## src/tlr_pkg.sv

```systemverilog
// Package for the thick line rasterizer: item types and code constants.
`default_nettype none
package tlr_pkg;

	// action codes
	localparam logic ACT_START   = 1'b0;
	localparam logic ACT_ADVANCE = 1'b1;

	// configuration register indexes
	localparam logic REG_PEN_SIZE  = 1'b0;
	localparam logic REG_PEN_COLOR = 1'b1;

	localparam int CFG_DATA_BITS = 16;

	typedef struct packed {
		logic               action;
		logic signed [11:0] start_x;
		logic signed [11:0] start_y;
		logic signed [11:0] end_x;
		logic signed [11:0] end_y;
	} tlr_in_t;

	typedef struct packed {
		logic [7:0]  pixel_x;
		logic [7:0]  pixel_y;
		logic [15:0] pixel_color;
		logic        write_enable;
		logic        done_res;
	} tlr_out_t;

endpackage
`default_nettype wire

```

## src/thick_line_rasterizer_top.sv

```systemverilog
// Top level of the thick line rasterizer: Bresenham line stepping with a square pen.
`default_nettype none
// One item is taken every cycle while the output register is free or being
// emptied. A start item loads the endpoints and gives no result; each advance
// item gives one pixel result in the output register in the cycle after it is
// accepted. The footprint offsets and the Bresenham step update in the same
// cycle, so a line of N main points with pen size s takes N*(s/2*2+1)^2
// advance items, one per cycle while the output register takes them. Pixels
// off screen come out with write_enable low and zero coordinates; the last
// footprint pixel of the end point, or an advance while idle, raises done_res.
module thick_line_rasterizer_top
	import tlr_pkg::*;
#(
	parameter int SCREEN_WIDTH  = 240,
	parameter int SCREEN_HEIGHT = 240,
	parameter int COORD_BITS    = 12
) (
	input  wire logic                     clk,
	input  wire logic                     arst_n,
	input  wire logic                     cfg_we,
	input  wire logic                     cfg_index,
	input  wire logic [CFG_DATA_BITS-1:0] cfg_data,
	input  wire logic                     in_valid,
	output logic                          in_ready,
	input  wire tlr_in_t                  in_item,
	output logic                          out_valid,
	input  wire logic                     out_ready,
	output tlr_out_t                      out_item
);

	localparam int CB = COORD_BITS;
	localparam int SW = CB + 1;                 // spans
	localparam int EW = CB + 3;                 // step error
	localparam int CW = (CB + 1 > 13) ? CB + 1 : 13; // pixel position and screen compare

	localparam logic signed [CW-1:0] SCR_W = CW'(SCREEN_WIDTH);
	localparam logic signed [CW-1:0] SCR_H = CW'(SCREEN_HEIGHT);

	function automatic logic signed [CB-1:0] coord_of(input logic [11:0] v);
		logic [CB+11:0] z;
		z = {{CB{1'b0}}, v};
		return $signed(z[CB-1:0]);
	endfunction

	logic [3:0]  pen_size_q;
	logic [15:0] pen_color_q;

	logic signed [CB-1:0] cursor_x_q, cursor_y_q, target_x_q, target_y_q;
	logic signed [SW-1:0] span_x_q, neg_span_y_q;
	logic [1:0]           step_signs_q;
	logic signed [EW-1:0] step_error_q;
	logic signed [4:0]    pen_offset_x_q, pen_offset_y_q;
	logic                 busy_q;

	logic     out_valid_q;
	tlr_out_t out_item_q;

	logic accept;
	assign in_ready = !out_valid_q || out_ready;
	assign accept   = in_valid && in_ready;

	// config
	always_ff @(posedge clk or negedge arst_n) begin
		if (!arst_n) begin
			pen_size_q  <= 4'd1;
			pen_color_q <= '0;
		end else if (cfg_we) begin
			case (cfg_index)
				REG_PEN_SIZE:  pen_size_q  <= cfg_data[3:0];
				REG_PEN_COLOR: pen_color_q <= cfg_data[15:0];
				default: ;
			endcase
		end
	end

	// start setup
	logic signed [CB-1:0] x0, y0, x1, y1;
	logic signed [SW-1:0] dx, dy, abs_dx, nabs_dy;
	logic signed [4:0]    h, neg_h;

	always_comb begin
		x0 = coord_of(in_item.start_x);
		y0 = coord_of(in_item.start_y);
		x1 = coord_of(in_item.end_x);
		y1 = coord_of(in_item.end_y);
		dx = {x1[CB-1], x1} - {x0[CB-1], x0};
		dy = {y1[CB-1], y1} - {y0[CB-1], y0};
		abs_dx  = dx[SW-1] ? -dx : dx;
		nabs_dy = dy[SW-1] ? dy : -dy;
		h     = {2'b00, pen_size_q[3:1]};
		neg_h = -h;
	end

	// advance: pixel position and next step
	logic signed [CW-1:0]  px, py;
	logic                  on_screen, at_end;
	logic signed [EW:0]    e2;
	logic                  step_x, step_y;
	logic signed [EW-1:0]  err_next;
	logic signed [CB-1:0]  cx_next, cy_next;

	always_comb begin
		px = {{(CW-CB){cursor_x_q[CB-1]}}, cursor_x_q}
			+ {{(CW-5){pen_offset_x_q[4]}}, pen_offset_x_q};
		py = {{(CW-CB){cursor_y_q[CB-1]}}, cursor_y_q}
			+ {{(CW-5){pen_offset_y_q[4]}}, pen_offset_y_q};
		on_screen = !px[CW-1] && (px < SCR_W) && !py[CW-1] && (py < SCR_H);
		at_end = (cursor_x_q == target_x_q) && (cursor_y_q == target_y_q);
		e2 = {step_error_q, 1'b0};
		step_x = e2 >= $signed({{(EW+1-SW){neg_span_y_q[SW-1]}}, neg_span_y_q});
		step_y = e2 <= $signed({{(EW+1-SW){span_x_q[SW-1]}}, span_x_q});
		err_next = step_error_q
			+ (step_x ? {{(EW-SW){neg_span_y_q[SW-1]}}, neg_span_y_q} : EW'(0))
			+ (step_y ? {{(EW-SW){span_x_q[SW-1]}}, span_x_q} : EW'(0));
		cx_next = cursor_x_q;
		cy_next = cursor_y_q;
		if (step_x) cx_next = step_signs_q[0] ? cursor_x_q - CB'(1) : cursor_x_q + CB'(1);
		if (step_y) cy_next = step_signs_q[1] ? cursor_y_q - CB'(1) : cursor_y_q + CB'(1);
	end

	// line state
	always_ff @(posedge clk or negedge arst_n) begin
		if (!arst_n) begin
			cursor_x_q     <= '0;
			cursor_y_q     <= '0;
			target_x_q     <= '0;
			target_y_q     <= '0;
			span_x_q       <= '0;
			neg_span_y_q   <= '0;
			step_signs_q   <= '0;
			step_error_q   <= '0;
			pen_offset_x_q <= '0;
			pen_offset_y_q <= '0;
			busy_q         <= 1'b0;
		end else if (accept) begin
			if (in_item.action == ACT_START) begin
				cursor_x_q     <= x0;
				cursor_y_q     <= y0;
				target_x_q     <= x1;
				target_y_q     <= y1;
				span_x_q       <= abs_dx;
				neg_span_y_q   <= nabs_dy;
				step_signs_q   <= {!(y0 < y1), !(x0 < x1)};
				step_error_q   <= {{(EW-SW){abs_dx[SW-1]}}, abs_dx}
					+ {{(EW-SW){nabs_dy[SW-1]}}, nabs_dy};
				pen_offset_x_q <= neg_h;
				pen_offset_y_q <= neg_h;
				busy_q         <= 1'b1;
			end else if (busy_q) begin
				if (pen_offset_y_q < h) begin
					pen_offset_y_q <= pen_offset_y_q + 5'sd1;
				end else if (pen_offset_x_q < h) begin
					pen_offset_x_q <= pen_offset_x_q + 5'sd1;
					pen_offset_y_q <= neg_h;
				end else if (at_end) begin
					busy_q <= 1'b0;
				end else begin
					step_error_q   <= err_next;
					cursor_x_q     <= cx_next;
					cursor_y_q     <= cy_next;
					pen_offset_x_q <= neg_h;
					pen_offset_y_q <= neg_h;
				end
			end
		end
	end

	// output register
	always_ff @(posedge clk or negedge arst_n) begin
		if (!arst_n) begin
			out_valid_q <= 1'b0;
		end else if (accept) begin
			out_valid_q <= (in_item.action == ACT_ADVANCE);
		end else if (out_ready) begin
			out_valid_q <= 1'b0;
		end
	end

	always_ff @(posedge clk) begin
		if (accept && in_item.action == ACT_ADVANCE) begin
			out_item_q.pixel_color <= pen_color_q;
			if (!busy_q) begin
				out_item_q.pixel_x      <= '0;
				out_item_q.pixel_y      <= '0;
				out_item_q.write_enable <= 1'b0;
				out_item_q.done_res     <= 1'b1;
			end else begin
				out_item_q.pixel_x      <= on_screen ? px[7:0] : 8'd0;
				out_item_q.pixel_y      <= on_screen ? py[7:0] : 8'd0;
				out_item_q.write_enable <= on_screen;
				out_item_q.done_res     <= !(pen_offset_y_q < h) && !(pen_offset_x_q < h)
					&& at_end;
			end
		end
	end

	assign out_valid = out_valid_q;
	assign out_item  = out_item_q;

endmodule
`default_nettype wire
```

## config.mk

```make
export PLATFORM = sky130hd
export DESIGN_NAME = thick_line_rasterizer_top
export DESIGN_NICKNAME = d
export VERILOG_FILES = /design/src/tlr_pkg.sv /design/src/thick_line_rasterizer_top.sv
export SDC_FILE = /design/constraint.sdc
export NUM_CORES = 1
export LEC_CHECK = 0
export CAP_MARGIN = 20
export CORE_ASPECT_RATIO = 1.4
export CORE_MARGIN = 4
export CORE_UTILIZATION = 30
export CTS_CLUSTER_SIZE = 30
export DETAILED_ROUTE_END_ITERATION = 6
export DONT_BUFFER_PORTS = 1
export PLACE_DENSITY = 0.41
export SYNTH_ARGS = -nofsm -noshare
export SYNTH_HDL_FRONTEND = slang
export SYNTH_SLANG_ARGS = --single-unit
```

## constraint.sdc

```tcl
create_clock -name clk -period 4.64 [get_ports clk]
set_input_delay 0.232 -clock clk [delete_from_list [all_inputs] [get_ports clk]]
set_output_delay 0.232 -clock clk [all_outputs]
set_load 0.1 [all_outputs]
```

[Word level (Yosys, flattened, before mapping)]
Cells that the tools add are included.
Storage, ports and cells
  input port bits: 71
  output and inout port bits: 36
  flip-flop bits (word level): 157
Operators by class
  eq/ne operators: 10
  mux-type cells: 39
  $lt $le $gt $ge: 8
  $add $sub $neg: 16
  bitwise operators: 2
  reductions and logical operators: 26
Operators by type and width (number)
  $mux W12: 14
  $mux W15: 7
  $mux W5: 9
  $add A15 B15 Y15: 2
  $add A12 B5 Y13: 2
  $lt A13 B9 Y1 const B: 2
  $mux W13: 2
  $neg A13 Y13: 2
  $sub A12 B12 Y13: 2
  $add A12 B2 Y12 const B: 2
  $eq A12 B12 Y1: 2
  $lt A12 B12 Y1: 2
  $sub A12 B2 Y12 const B: 2
  $ge A16 B13 Y1: 1
  $le A16 B13 Y1: 1
  $add A13 B13 Y14: 1
  $reduce_and A6 Y1: 2
  $add A5 B2 Y5 const B: 2
  $lt A5 B4 Y1: 2
  $logic_and A1 B1 Y1: 8
  $reduce_and A2 Y1: 4
  $logic_not A1 Y1: 7
  $mux W1: 7
  $ne A2 B1 Y1 const B: 3
  10 further kinds: 13

[Depth between registers and ports, before layout]
Gate-level depths: netlist of the first run.
  word-level depth: 9
  mapped depth: 22
  depth with buffers taken out: 22

[Worst setup path before layout of the first run]
OpenSTA, ideal clock, no wires.
  kind: register -> register
  start point: reg span_x_q[12]
  end point: reg step_error_q[13]
  setup time: 140 ps
  clock period less this slack: 4420 ps
  buffers on the path: 1
  cell stages (with the launch flop): 21
  arrival: 4280 ps
  setup slack: 220 ps
  path through: dfrtp_1 -> inv_1 -> ha_1 -> and4_1 -> a21oi_1 -> o2111ai_1 -> o32ai_1 -> or2_2 -> clkbuf_1 -> and2_1 -> fa_1 -> fa_1 -> a21oi_1 -> nor2b_1 -> o31ai_1 -> a21oi_1 -> a21o_1 -> a21oi_1 -> o21ai_0 -> xnor2_1 -> o221ai_1
On the way
  longest elaborated chain between the ends: 8
RTL lines
  start: declaration: RTL line thick_line_rasterizer_top.sv:49  | logic signed [SW-1:0] span_x_q, neg_span_y_q;
  start signal: assignment: RTL line thick_line_rasterizer_top.sv:141  | span_x_q <= abs_dx;
  $le A16 B13 Y1: RTL line thick_line_rasterizer_top.sv:111  | step_y = e2 <= $signed({{(EW+1-SW){span_x_q[SW-1]}}, span_x_q});
  $mux W15 *: RTL line thick_line_rasterizer_top.sv:114  | + (step_y ? {{(EW-SW){span_x_q[SW-1]}}, span_x_q} : EW'(0));
  $add A15 B15 Y15 *: RTL line thick_line_rasterizer_top.sv:114
  $mux W15 *: RTL line thick_line_rasterizer_top.sv:155  | end else if (at_end) begin
  $mux W15 *: RTL line thick_line_rasterizer_top.sv:152  | end else if (pen_offset_x_q < h) begin
  $mux W15 *: RTL line thick_line_rasterizer_top.sv:150  | if (pen_offset_y_q < h) begin
  $mux W15 *: RTL line thick_line_rasterizer_top.sv:149  | end else if (busy_q) begin
  $mux W15 *: RTL line thick_line_rasterizer_top.sv:136  | if (in_item.action == ACT_START) begin
  end signal: assignment: RTL line thick_line_rasterizer_top.sv:144  | step_error_q <= {{(EW-SW){abs_dx[SW-1]}}, abs_dx}
  end signal: assignment: RTL line thick_line_rasterizer_top.sv:158  | step_error_q <= err_next;
  end: declaration: RTL line thick_line_rasterizer_top.sv:51  | logic signed [EW-1:0] step_error_q;
Mark *: on every way between the ends. The rest lies on a longest branch, timed or not. The select of a mux whose other input is x is not followed.
A chain may end at the register's enable or synchronous reset.

[Worst setup path in the final report of the first run]
  start point: reg step_error_q[12]
  end point: reg step_error_q[13]
On the way
  longest elaborated chain between the ends: 9
  elaborated cells between the ends (all ways): 11
RTL lines
  $ge A16 B13 Y1: RTL line thick_line_rasterizer_top.sv:110  | step_x = e2 >= $signed({{(EW+1-SW){neg_span_y_q[SW-1]}}, neg_span_y_q});
  $mux W15: RTL line thick_line_rasterizer_top.sv:113  | + (step_x ? {{(EW-SW){neg_span_y_q[SW-1]}}, neg_span_y_q} : EW'(0))
  $add A15 B15 Y15: RTL line thick_line_rasterizer_top.sv:113
  $add A15 B15 Y15 *: RTL line thick_line_rasterizer_top.sv:114
  $mux W15 *: RTL line thick_line_rasterizer_top.sv:155
  $mux W15 *: RTL line thick_line_rasterizer_top.sv:152
  $mux W15 *: RTL line thick_line_rasterizer_top.sv:150
  $mux W15 *: RTL line thick_line_rasterizer_top.sv:149
  $mux W15 *: RTL line thick_line_rasterizer_top.sv:136
Marks and branches as above.

==> reports/metrics.cfg, run 1 <==
[sta]
max_slew_margin_pct=23.02
finalHoldViolCount=0
fmax_mhz=223.5
setup_viol=0
hold_ws_ps=42.48
period_minus_slack_ps=4474
slew_viol_final=0
clock_skew_ps=17.73
tightest_slew_ps=1151
finalCritPeriodShare_pct=96.43
fin_setup_tns_ps=0

[logic_synthesis]
netlist.area_leader.share_pct=24.30
ys_seq_area_share_pct=32.42
yosys-top-cells-area=dfrtp_1 (24%), ha_1 (14%), edfxtp_1 (8.1%)
synth_fp_nets=1644
ys_types=74
synthArstFlopShare_pct=78.21
yosysWarnings=0
synth_area_per_cell_sq_um=8.880
synth_flop_cell=dfrtp_1
synthesis.instances=1415
synth_edf_count=34
synth_area_leader_cell=dfrtp_1
synth_area_sq_um=12570
ys_ff_latch=156

[die]
die_area_sq_um=45270
io-pin-count=107
start_util_pct=30.43
core.rowCount=88
die_y_um=250.2
coreArea_sq_um=41290
die_w_um=181.0

[setup_path]
crit_path_start=step_error_q[12]
r2r_slack_ps=170
timing.rr.start=step_error_q[12]
startpoint_type=register
cp_data_arrival_time_ps=4790
end_kind=register
required_ps=4950
crit_type=register to register
cp_max_fo=3

[detailed_routing]
avgViaCountPerCell=5.064
dr_total_vias=10620
wirelength_mm=40.68
drt_pre_antenna_iters=4
drtIter0Drc=477
wire_per_inst_um=19.40
ant_nets=0
drc=0

[cts]
numCtsBuffers=17
cts_tree=done
clkLatencyLatePin_ps=460
path_clk_slew_ps=70
root_buffer=clkbuf_16
clockBufferDepth=2
cts.sink_count=156
htreeDepth=4

[power_and_ir_drop]
p_sw_mw=4.913
powerDensity_nw_per_um2=703.3
total_power_mw=10.69
combPwrFrac_pct=64.8
ir_drop_mv=0.3016
p_sw_share_pct=45.94
power.leakage_nw=6.810
p_int_mw=5.781
pwr-share-clk_pct=13.6
power_frac_seq_pct=21.6

[layout]
syn_to_final_growth_pct=21.00
drive_gt1_share_pct=13.29
instances_no_fill=2097
nets=1773
antennaDiodeCount=0
final_core_util_pct=36.82

[run]
drv_cap=0

[place]
gp_congestion=0.8219
placed_cells=2003
hpwlAfterDp_mm=31.49
port_buffers=0

[global_routing]
antenna_found_initial=0
track_usage_pct=17.91
grt_pass1_vias=11000
grt_pass1_wl_mm=62.51
overflow=0
grt_max_degree=123

[worst_hold_path]
worst_hold_path_type=input port to register
min_from=cfg_index

[run_status]
status=complete, no violations

-- logic make-up after synthesis --
group	synth area share, %
AND/OR/NAND/NOR	17.45
flip-flops	32.42
AO/OA/AOI/OAI	17.24
XOR/XNOR	7.179
multiplexers	4.381
adder cells (fa/ha/maj)	17.05
buffers and inverters	4.281
-- layer usage --
layer	wire, um	up-vias	track usage, %
met5	0	-	0
met2	22130	184	34.74
met4	1801	0	7.938
met1	15640	5079	19.08
li1	-	5304	-
met3	1103	52	2.353
-- cells in the final DEF, fill, tap and decap left out, types with 40 or more instances in the layout --
master / instances
dlygate4sd3_1: 58
buf_4: 86
dfrtp_1: 121
nor3_1: 40
xnor2_1: 71
a21oi_1: 82
inv_1: 104
nor2_1: 85
o21ai_0: 95
nand2_1: 171
ha_1: 126
-- metrics by stage --
stage	cell area, sq um	setup slack [ps]
after floorplan	12570	219.7
final	15200	165.6
after detailed placement	13750	-329.3
after global routing	15200	-31.89
after global placement	13750	-320.7
after CTS	14960	37.54
-- final cells by class --
cell class	instances	area (sq um)
clock buffers	18	429.2
clock inverters	14	157.7
repair buffers	146	1265
inverters	107	401.6
well taps	540	675.6
fillers	4279	26090
multi-input cells	1116	8200
flip-flops and latches	156	4075
-- cells in the mapped netlist (all sizes together), types with 6 or more instances --
cell,n
a211oi,14
a21boi,6
a21o,30
a21oi,89
a31oi,16
and2,13
and3,7
buf,7
clkbuf,29
dfrtp,122
edfxtp,34
fa,22
ha,136
inv,106
mux2,29
mux2i,22
nand2,171
nand2b,14
nand3,29
nand4,18
nor2,93
nor2b,21
nor3,41
nor4,12
o21a,17
o21ai,103
o21bai,8
o31ai,6
or2,10
or3,8
xnor2,73
xor2,30
-- state kept, by name, indices dropped and copies added (netlist names), 3 cells and up --
register / count
target_y_q: 12
pen_color_q: 16
pen_size_q: 3
out_item: 34
span_x_q: 13
target_x_q: 12
pen_offset_x_q: 5
cursor_x_q: 12
neg_span_y_q: 13
pen_offset_y_q: 5
step_error_q: 15
cursor_y_q: 12
-- power by group through the flow --
stage | clock network [mW] | logic (mW) | registers [mW]
after floorplan | 0 | 4.60 | 2.20
after global placement | 0 | 6.48 | 2.33
after detailed placement | 0 | 6.49 | 2.34
after CTS | 1.51 | 6.65 | 2.31
after global routing | 1.57 | 7.78 | 2.37
final | 1.45 | 6.93 | 2.31
-- worst max-delay path, cell delays in order (launching register included) --
cell and delay, ps:
dfrtp_1 450, ha_1 360, nand4_1 180, nor4_1 590, or2_4 240, and2_1 150
fa_1 430, ha_2 210, fa_2 370, a21oi_2 140, nor2b_1 70, o31ai_2 310
a21oi_2 110, a21o_1 190, a21oi_2 170, o21ai_1 90, xnor2_1 150, o221ai_1 120
-- what timing repair did --
action | in CTS | in global routing
gates resized for setup | 4 | 47
hold endpoints to repair | 190 | 0
buffers inserted | 0 | 3
setup endpoints to repair | 4 | 6
pin swaps | 0 | 24
hold buffers | 59 | 0
gates cloned | 0 | 0
-- final timing paths --
| check | to | cells after the start |
|---|---|---|
| worst max-delay path | step_error_q[13] | 17 |
| worst min-delay path | pen_size_q[2] | 2 |
| worst max register to register | step_error_q[13] | 17 |
| worst min register to register | out_item[16] | 0 |
| max in group asynchronous | step_error_q[6] | 2 |
| min in group asynchronous | cursor_y_q[4] | 2 |
Note: power is estimated with default switching activity, not from simulation.
==> run 2, diff against run 1 <==
CTS_BUF_LIST = sky130_fd_sc_hd__clkbuf_8   (was unset)
GPL_TIMING_DRIVEN = 0   (was unset)
==> run 2 against run 1 <==
  * Hold slack improved by 9.7 ps
  * The run now ends with setup timing left
  * Maximum frequency decreased by 5.3%
  * Routed wire length increased by 2.9%
  * Die area unchanged
  * Flip-flop and latch count unchanged
  * Combinational power about the same
==> reports/metrics.cfg, run 2 (synthesis results as in run 1) <==
[detailed_routing]
ant_nets=0  ; unchanged
dr_total_vias=10640  ; was 10620
wirelength_mm=41.87  ; was 40.68 mm
wire_per_inst_um=20.04  ; was 19.40 um
drc=0  ; unchanged
drtIter0Drc=477  ; unchanged
avgViaCountPerCell=5.092  ; was 5.064
drt_pre_antenna_iters=6  ; was 4

[die]
die_y_um=250.2  ; unchanged
io-pin-count=107  ; unchanged
coreArea_sq_um=41290  ; unchanged
die_w_um=181.0  ; unchanged
die_area_sq_um=45270  ; unchanged
start_util_pct=30.43  ; unchanged
core.rowCount=88  ; unchanged

[place]
hpwlAfterDp_mm=32.38  ; was 31.49 mm
gp_congestion=0.8815  ; was 0.8219
post-place-ws_ps=-1320  ; was -329.3 ps
port_buffers=0  ; unchanged

[power_and_ir_drop]
combPwrFrac_pct=67.3  ; was 64.8%
ir_drop_mv=0.4138  ; was 0.3016 mV
p_int_mw=5.298  ; was 5.781 mW
total_power_mw=10.30  ; was 10.69 mW
power.leakage_nw=6.591  ; was 6.810 nW
powerDensity_nw_per_um2=684.6  ; was 703.3 nW/um^2
pwr-share-clk_pct=9.8  ; was 13.6%
p_sw_mw=4.999  ; was 4.913 mW
power_frac_seq_pct=22.9  ; was 21.6%
p_sw_share_pct=48.55  ; was 45.94%

[layout]
drive_gt1_share_pct=12.86  ; was 13.29%
largest_reg_flops=34  ; unchanged
fillCellCount=4256  ; was 4279
layout_common_cells=nand2_1 (171), ha_1 (122), dfrtp_1 (112)  ; was nand2_1 (171), ha_1 (126), dfrtp_1 (121)
final_common_cell=nand2_1  ; unchanged
nets=1763  ; was 1773
syn_to_final_growth_pct=19.70  ; was 21.00%

[setup_path]
startpoint_type=register  ; unchanged
cp_data_arrival_time_ps=5080  ; was 4790 ps
crit_type=register to register  ; unchanged
required_ps=4990  ; was 4950 ps
cp_max_fo=6  ; was 3
end_kind=register  ; unchanged

[sta]
tightest_slew_ps=1068  ; was 1151 ps
max_slew_margin_pct=28.77  ; was 23.02%
fin_ws_ps=-86.42  ; was 165.6 ps
period_minus_slack_ps=4726  ; was 4474 ps
finalHoldViolCount=0  ; unchanged
slew_viol_final=0  ; unchanged
setup_viol=3  ; was 0
clock_skew_ps=24.34  ; was 17.73 ps
fmax_mhz=211.6  ; was 223.5 MHz
grt_setup_unrepaired=yes
finalCritPeriodShare_pct=101.9  ; was 96.43%

[cts]
numCtsBuffers=17  ; unchanged
root_buffer=clkbuf_8  ; was clkbuf_16
clkLatencyLatePin_ps=500  ; was 460 ps
cts_tree=done  ; unchanged
clockBufferDepth=2  ; unchanged
path_clk_slew_ps=100  ; was 70 ps
cts.sink_count=156  ; unchanged
htreeDepth=4  ; unchanged

[worst_hold_path]
worst_hold_path_type=input port to register  ; unchanged

[global_routing]
grt_pass1_wl_mm=64.41  ; was 62.51 mm
antenna_found_initial=1  ; was 0
overflow=0  ; unchanged
grt_max_degree=123  ; unchanged
grt_pass1_vias=11140  ; was 11000
track_usage_pct=18.33  ; was 17.91%

[run]
drv_cap=0  ; unchanged

[run_status]
violations=setup timing
status=finished, violations left  ; was complete, no violations

[run 2: changes by cell type in the layout (fill, tap and decap cells not counted), moves of 5 or more]
| cell | delta |
|---|---|
| dlygate4sd3_1 | +5 |
| clkbuf_16 | -16 |
| buf_4 | -51 |
| dfrtp_2 | +9 |
| dfrtp_1 | -9 |
| clkbuf_1 | +24 |
| ha_4 | +6 |
| clkbuf_8 | +17 |
| buf_1 | +6 |
[run 2: area by class of cell]
class	count	area (sq um)	share of cell area (%)
Sequential cell	156	4086	27.17
Clock buffer	17	234.0	1.556
Multi-Input combinational cell	1116	8394	55.81
Inverter	107	404.1	2.687
Timing Repair Buffer	100	948.4	6.306
Buffer	36	163.9	1.090
Antenna cell	2	5.005	0.03328
Clock inverter	15	128.9	0.8568
Tap cell	540	675.6	4.492
[run 2: final timing paths]
check / slack, ps / endpoint / cells past startpoint / start
hold / removal: 50 / cursor_y_q[11] / 2 / in_item[35]
setup / recovery: -90 / step_error_q[13] / 22 / span_x_q[12]
setup reg to reg: -90 / step_error_q[13] / 22 / span_x_q[12]
max in group asynchronous: 3680 / step_error_q[1] / 2 / arst_n
min in group asynchronous: 410 / pen_color_q[12] / 2 / arst_n
hold reg to reg: 440 / out_item[17] / 0 / pen_color_q[15]
[run 2: stage by stage]
step	area [sq um]	instances	TNS, ps	utilization [%]	hold WS [ps]
3_5_place_dp	13280	1956	-6805	32.15	-56.03
6_report	15040	2089	-139.7	36.43	52.18
2_1_floorplan	12570	1415	0	-	-63.59
3_3_place_gp	13240	1955	-22820	32.07	-58.38
4_1_cts	14770	2078	-158.4	35.78	5.153
5_1_grt	15040	2088	-615.2	36.42	29.25
[run 2: repair_timing]
action / 4_1_cts / 5_1_grt
resized for setup: 58 / 44
buffers inserted: 26 / 9
hold buffers: 64 / 0
pin swaps: 33 / 26
endpoints found under the hold margin: 181 / 0
endpoints found under the setup margin: 10 / 7
[run 2: critical path, cell delays in order (launching register included)]
cell and delay, ps:
dfrtp_1 420, inv_4 130, ha_4 220, and4_4 200, a21oi_4 160, buf_4 120, o21a_1 150, o32ai_4 110
or2_4 290, clkbuf_16 160, and2_4 160, fa_2 490, fa_2 430, a21oi_2 170, nor2b_2 70, o31ai_2 190
buf_4 180, a21oi_4 50, a21o_1 180, a21oi_2 210, o21ai_1 100, xnor2_1 250, o221ai_1 140
[run 2: routing by layer]
| layer | vias to the layer above | track usage, % | routed length, um |
|---|---|---|---|
| li1 | 5271 | - | - |
| met1 | 5146 | 19.55 | 16100 |
| met2 | 170 | 35.34 | 23010 |
| met3 | 51 | 2.847 | 1086 |
| met4 | 0 | 7.895 | 1671 |
| met5 | - | 0 | 0 |
[run 2: power groups by stage]
stage / Clock, mW / Sequential (mW) / Combinational [mW]
2_1_floorplan: 0 / 2.20 / 4.60
5_1_grt: 1.12 / 2.42 / 7.71
6_report: 1.01 / 2.36 / 6.93
3_5_place_dp: 0 / 2.39 / 6.02
4_1_cts: 1.06 / 2.36 / 6.73
3_3_place_gp: 0 / 2.40 / 5.98
==> run 3, diff against run 2 <==
CORE_UTILIZATION = 35   (was 30)
PLACE_DENSITY = 0.47   (was 0.41)
RECOVER_POWER = 25   (was unset)
==> run 3 against run 2 <==
  * The flow finishes with violations (capacitance limit, slew limit, setup timing)
  * Final cell count shrank 4.0%
  * Worst setup slack improved by 77 ps
  * Design area fell by 0.43%
  * Global-route usage is 2.3 points higher
  * Clock skew is 2.1 ps lower
  * Sequential share of layout area rose by 0.13 points
  * Sequential power about the same
  * Via count grew 1.2%
  * Utilization up 6.2 points
  * Routed wire length shrank 2.9%
  * Maximum frequency up 1.7%
  * Largest cell class unchanged
==> reports/metrics.cfg, run 3 (synthesis results as in run 1) <==
[layout]
final_core_util_pct=42.58  ; was 36.43%
antennaDiodeCount=0  ; was 2
nets=1765  ; was 1763
syn_to_final_growth_pct=19.18  ; was 19.70%
final_common_cell=nand2_1  ; unchanged
largest_reg_flops=34  ; unchanged
layout_common_cells=nand2_1 (171), ha_1 (120), dfrtp_1 (111)  ; was nand2_1 (171), ha_1 (122), dfrtp_1 (112)
drive_gt1_share_pct=12.46  ; was 12.86%

[cts]
cts_tree=done  ; unchanged
clockBufferDepth=2  ; unchanged
cts.sink_count=156  ; unchanged
path_clk_slew_ps=110  ; was 100 ps
htreeDepth=4  ; unchanged
clkLatencyLatePin_ps=510  ; was 500 ps
root_buffer=clkbuf_8  ; unchanged
numCtsBuffers=17  ; unchanged

[sta]
fmax_mhz=215.1  ; was 211.6 MHz
clock_skew_ps=22.22  ; was 24.34 ps
grt_setup_unrepaired=yes  ; unchanged
finalCritPeriodShare_pct=100.2  ; was 101.9%
period_minus_slack_ps=4649  ; was 4726 ps
max_slew_margin_pct=-129.0  ; was 28.77%
fin_ws_ps=-9.039  ; was -86.42 ps
slew_viol_final=123  ; was 0
hold_ws_ps=69.86  ; was 52.18 ps
tightest_slew_ps=3435  ; was 1068 ps
finalHoldViolCount=0  ; unchanged
setup_viol=3  ; unchanged

[worst_hold_path]
worst_hold_path_type=input port to register  ; unchanged

[detailed_routing]
wirelength_mm=40.66  ; was 41.87 mm
ant_nets=0  ; unchanged
drc=0  ; unchanged
wire_per_inst_um=20.28  ; was 20.04 um
avgViaCountPerCell=5.371  ; was 5.092
drtIter0Drc=516  ; was 477
drt_pre_antenna_iters=5  ; was 6
dr_total_vias=10770  ; was 10640

[setup_path]
cp_max_fo=5  ; was 6
required_ps=5040  ; was 4990 ps
startpoint_type=register  ; unchanged
end_kind=register  ; unchanged
crit_type=register to register  ; unchanged
cp_data_arrival_time_ps=5040  ; was 5080 ps

[global_routing]
grt_pass1_wl_mm=62.20  ; was 64.41 mm
grt_use_met3_pct=2.674  ; was 2.847%
track_usage_pct=20.64  ; was 18.33%
antenna_found_initial=1  ; unchanged
grt_most_used_layer=met2  ; unchanged
use_met2_pct=40.03  ; was 35.34%
grt.met1_usage_pct=22.30  ; was 19.55%
grt_pass1_vias=11030  ; was 11140
grt_max_degree=123  ; unchanged
overflow=0  ; unchanged

[die]
start_util_pct=35.73  ; was 30.43%
coreArea_sq_um=35170  ; was 41290 sq um
die_area_sq_um=39040  ; was 45270 sq um
core.rowCount=81  ; was 88
die_w_um=168.1  ; was 181.0 um
die_y_um=232.2  ; was 250.2 um
io-pin-count=107  ; unchanged

[run_status]
status=finished, violations left  ; unchanged
violations=capacitance limit, slew limit, setup timing  ; was setup timing

[power_and_ir_drop]
total_power_mw=10.53  ; was 10.30 mW
ir_drop_mv=0.4317  ; was 0.4138 mV
powerDensity_nw_per_um2=703.4  ; was 684.6 nW/um^2
power.leakage_nw=6.613  ; was 6.591 nW

[place]
gp_congestion=0.8965  ; was 0.8815
post-place-ws_ps=-1260  ; was -1320 ps
port_buffers=0  ; unchanged
hpwlAfterDp_mm=30.96  ; was 32.38 mm

[run]
drv_cap=1  ; was 0

[run 3: cell types whose count changed in the layout (fill, tap and decap cells not counted), sizes merged]
| cell | before | now |
|---|---|---|
| dlygate4sd3 | 63 | 64 |
| clkbuf | 45 | 46 |
| inv | 114 | 113 |
| clkinv | 7 | 8 |
| diode | 2 | 0 |
[run 3: metrics by stage]
step / setup TNS, ps / instance area, sq um / cells
floorplan: 0 / 12570 / 1415
finish: -22.11 / 14980 / 2005
global route: -381.7 / 14980 / 2005
detailed placement: -6563 / 13160 / 1872
global placement: -19300 / 13140 / 1871
CTS: -47.79 / 14780 / 1996
[run 3: power by group]
group          total [mW]  internal [mW]  switching [mW]
sequential           2.36           1.77           0.586
clock                1.12          0.422           0.696
combinational        7.06           3.27            3.79
total                10.5           5.46            5.07
[run 3: final cells by class]
| type | instances | area, sq um |
|---|---|---|
| inverters | 107 | 404.1 |
| fillers | 3519 | 20190 |
| flip-flops and latches | 156 | 4088 |
| well taps | 456 | 570.5 |
| multi-input cells | 1116 | 8382 |
| repair buffers | 102 | 939.7 |
| clock inverters | 15 | 195.2 |
| clock buffers | 17 | 234.0 |
| plain buffers | 36 | 162.7 |
[run 3: path summary, 6_finish.rpt]
check,slack [ps],from,endpoint,cells past startpoint
worst max-delay path,-9,span_x_q[12],step_error_q[14],20
worst min-delay path,70,in_item[29],cursor_y_q[5],3
worst max register to register,-9,span_x_q[12],step_error_q[14],20
worst min register to register,440,pen_color_q[3],out_item[5],0
max in group asynchronous,1000,arst_n,step_error_q[3],2
min in group asynchronous,1350,arst_n,target_x_q[4],2
[run 3: timing repair]
item,4_1_cts,5_1_grt
hold endpoints to repair,182,0
pin swaps,33,30
setup buffers,27,9
hold buffers,65,0
gates resized for setup,65,33
gates cloned,0,0
endpoints found under the setup margin,10,7
[run 3: worst max-delay path: stages (launching register included)]
cell	delay, ps
dfrtp_1	400
inv_4	80
ha_4	290
nand4_1	230
nor3_1	250
o21a_1	230
o32ai_4	110
or2_4	270
clkbuf_16	160
and2_4	140
fa_1	490
ha_4	300
nand3_2	70
o211ai_1	390
o221ai_2	210
a21oi_2	220
nand4_1	100
nand4b_1	140
xnor2_1	150
nor4b_2	230
nor3_1	80
[run 3: routing by layer]
layer  share of wire, %  vias to the layer above
met5                  0                        -
met4                4.0                        0
met3                2.4                       76
met2                 55                      217
met1                 39                     5192
li1                   -                     5284
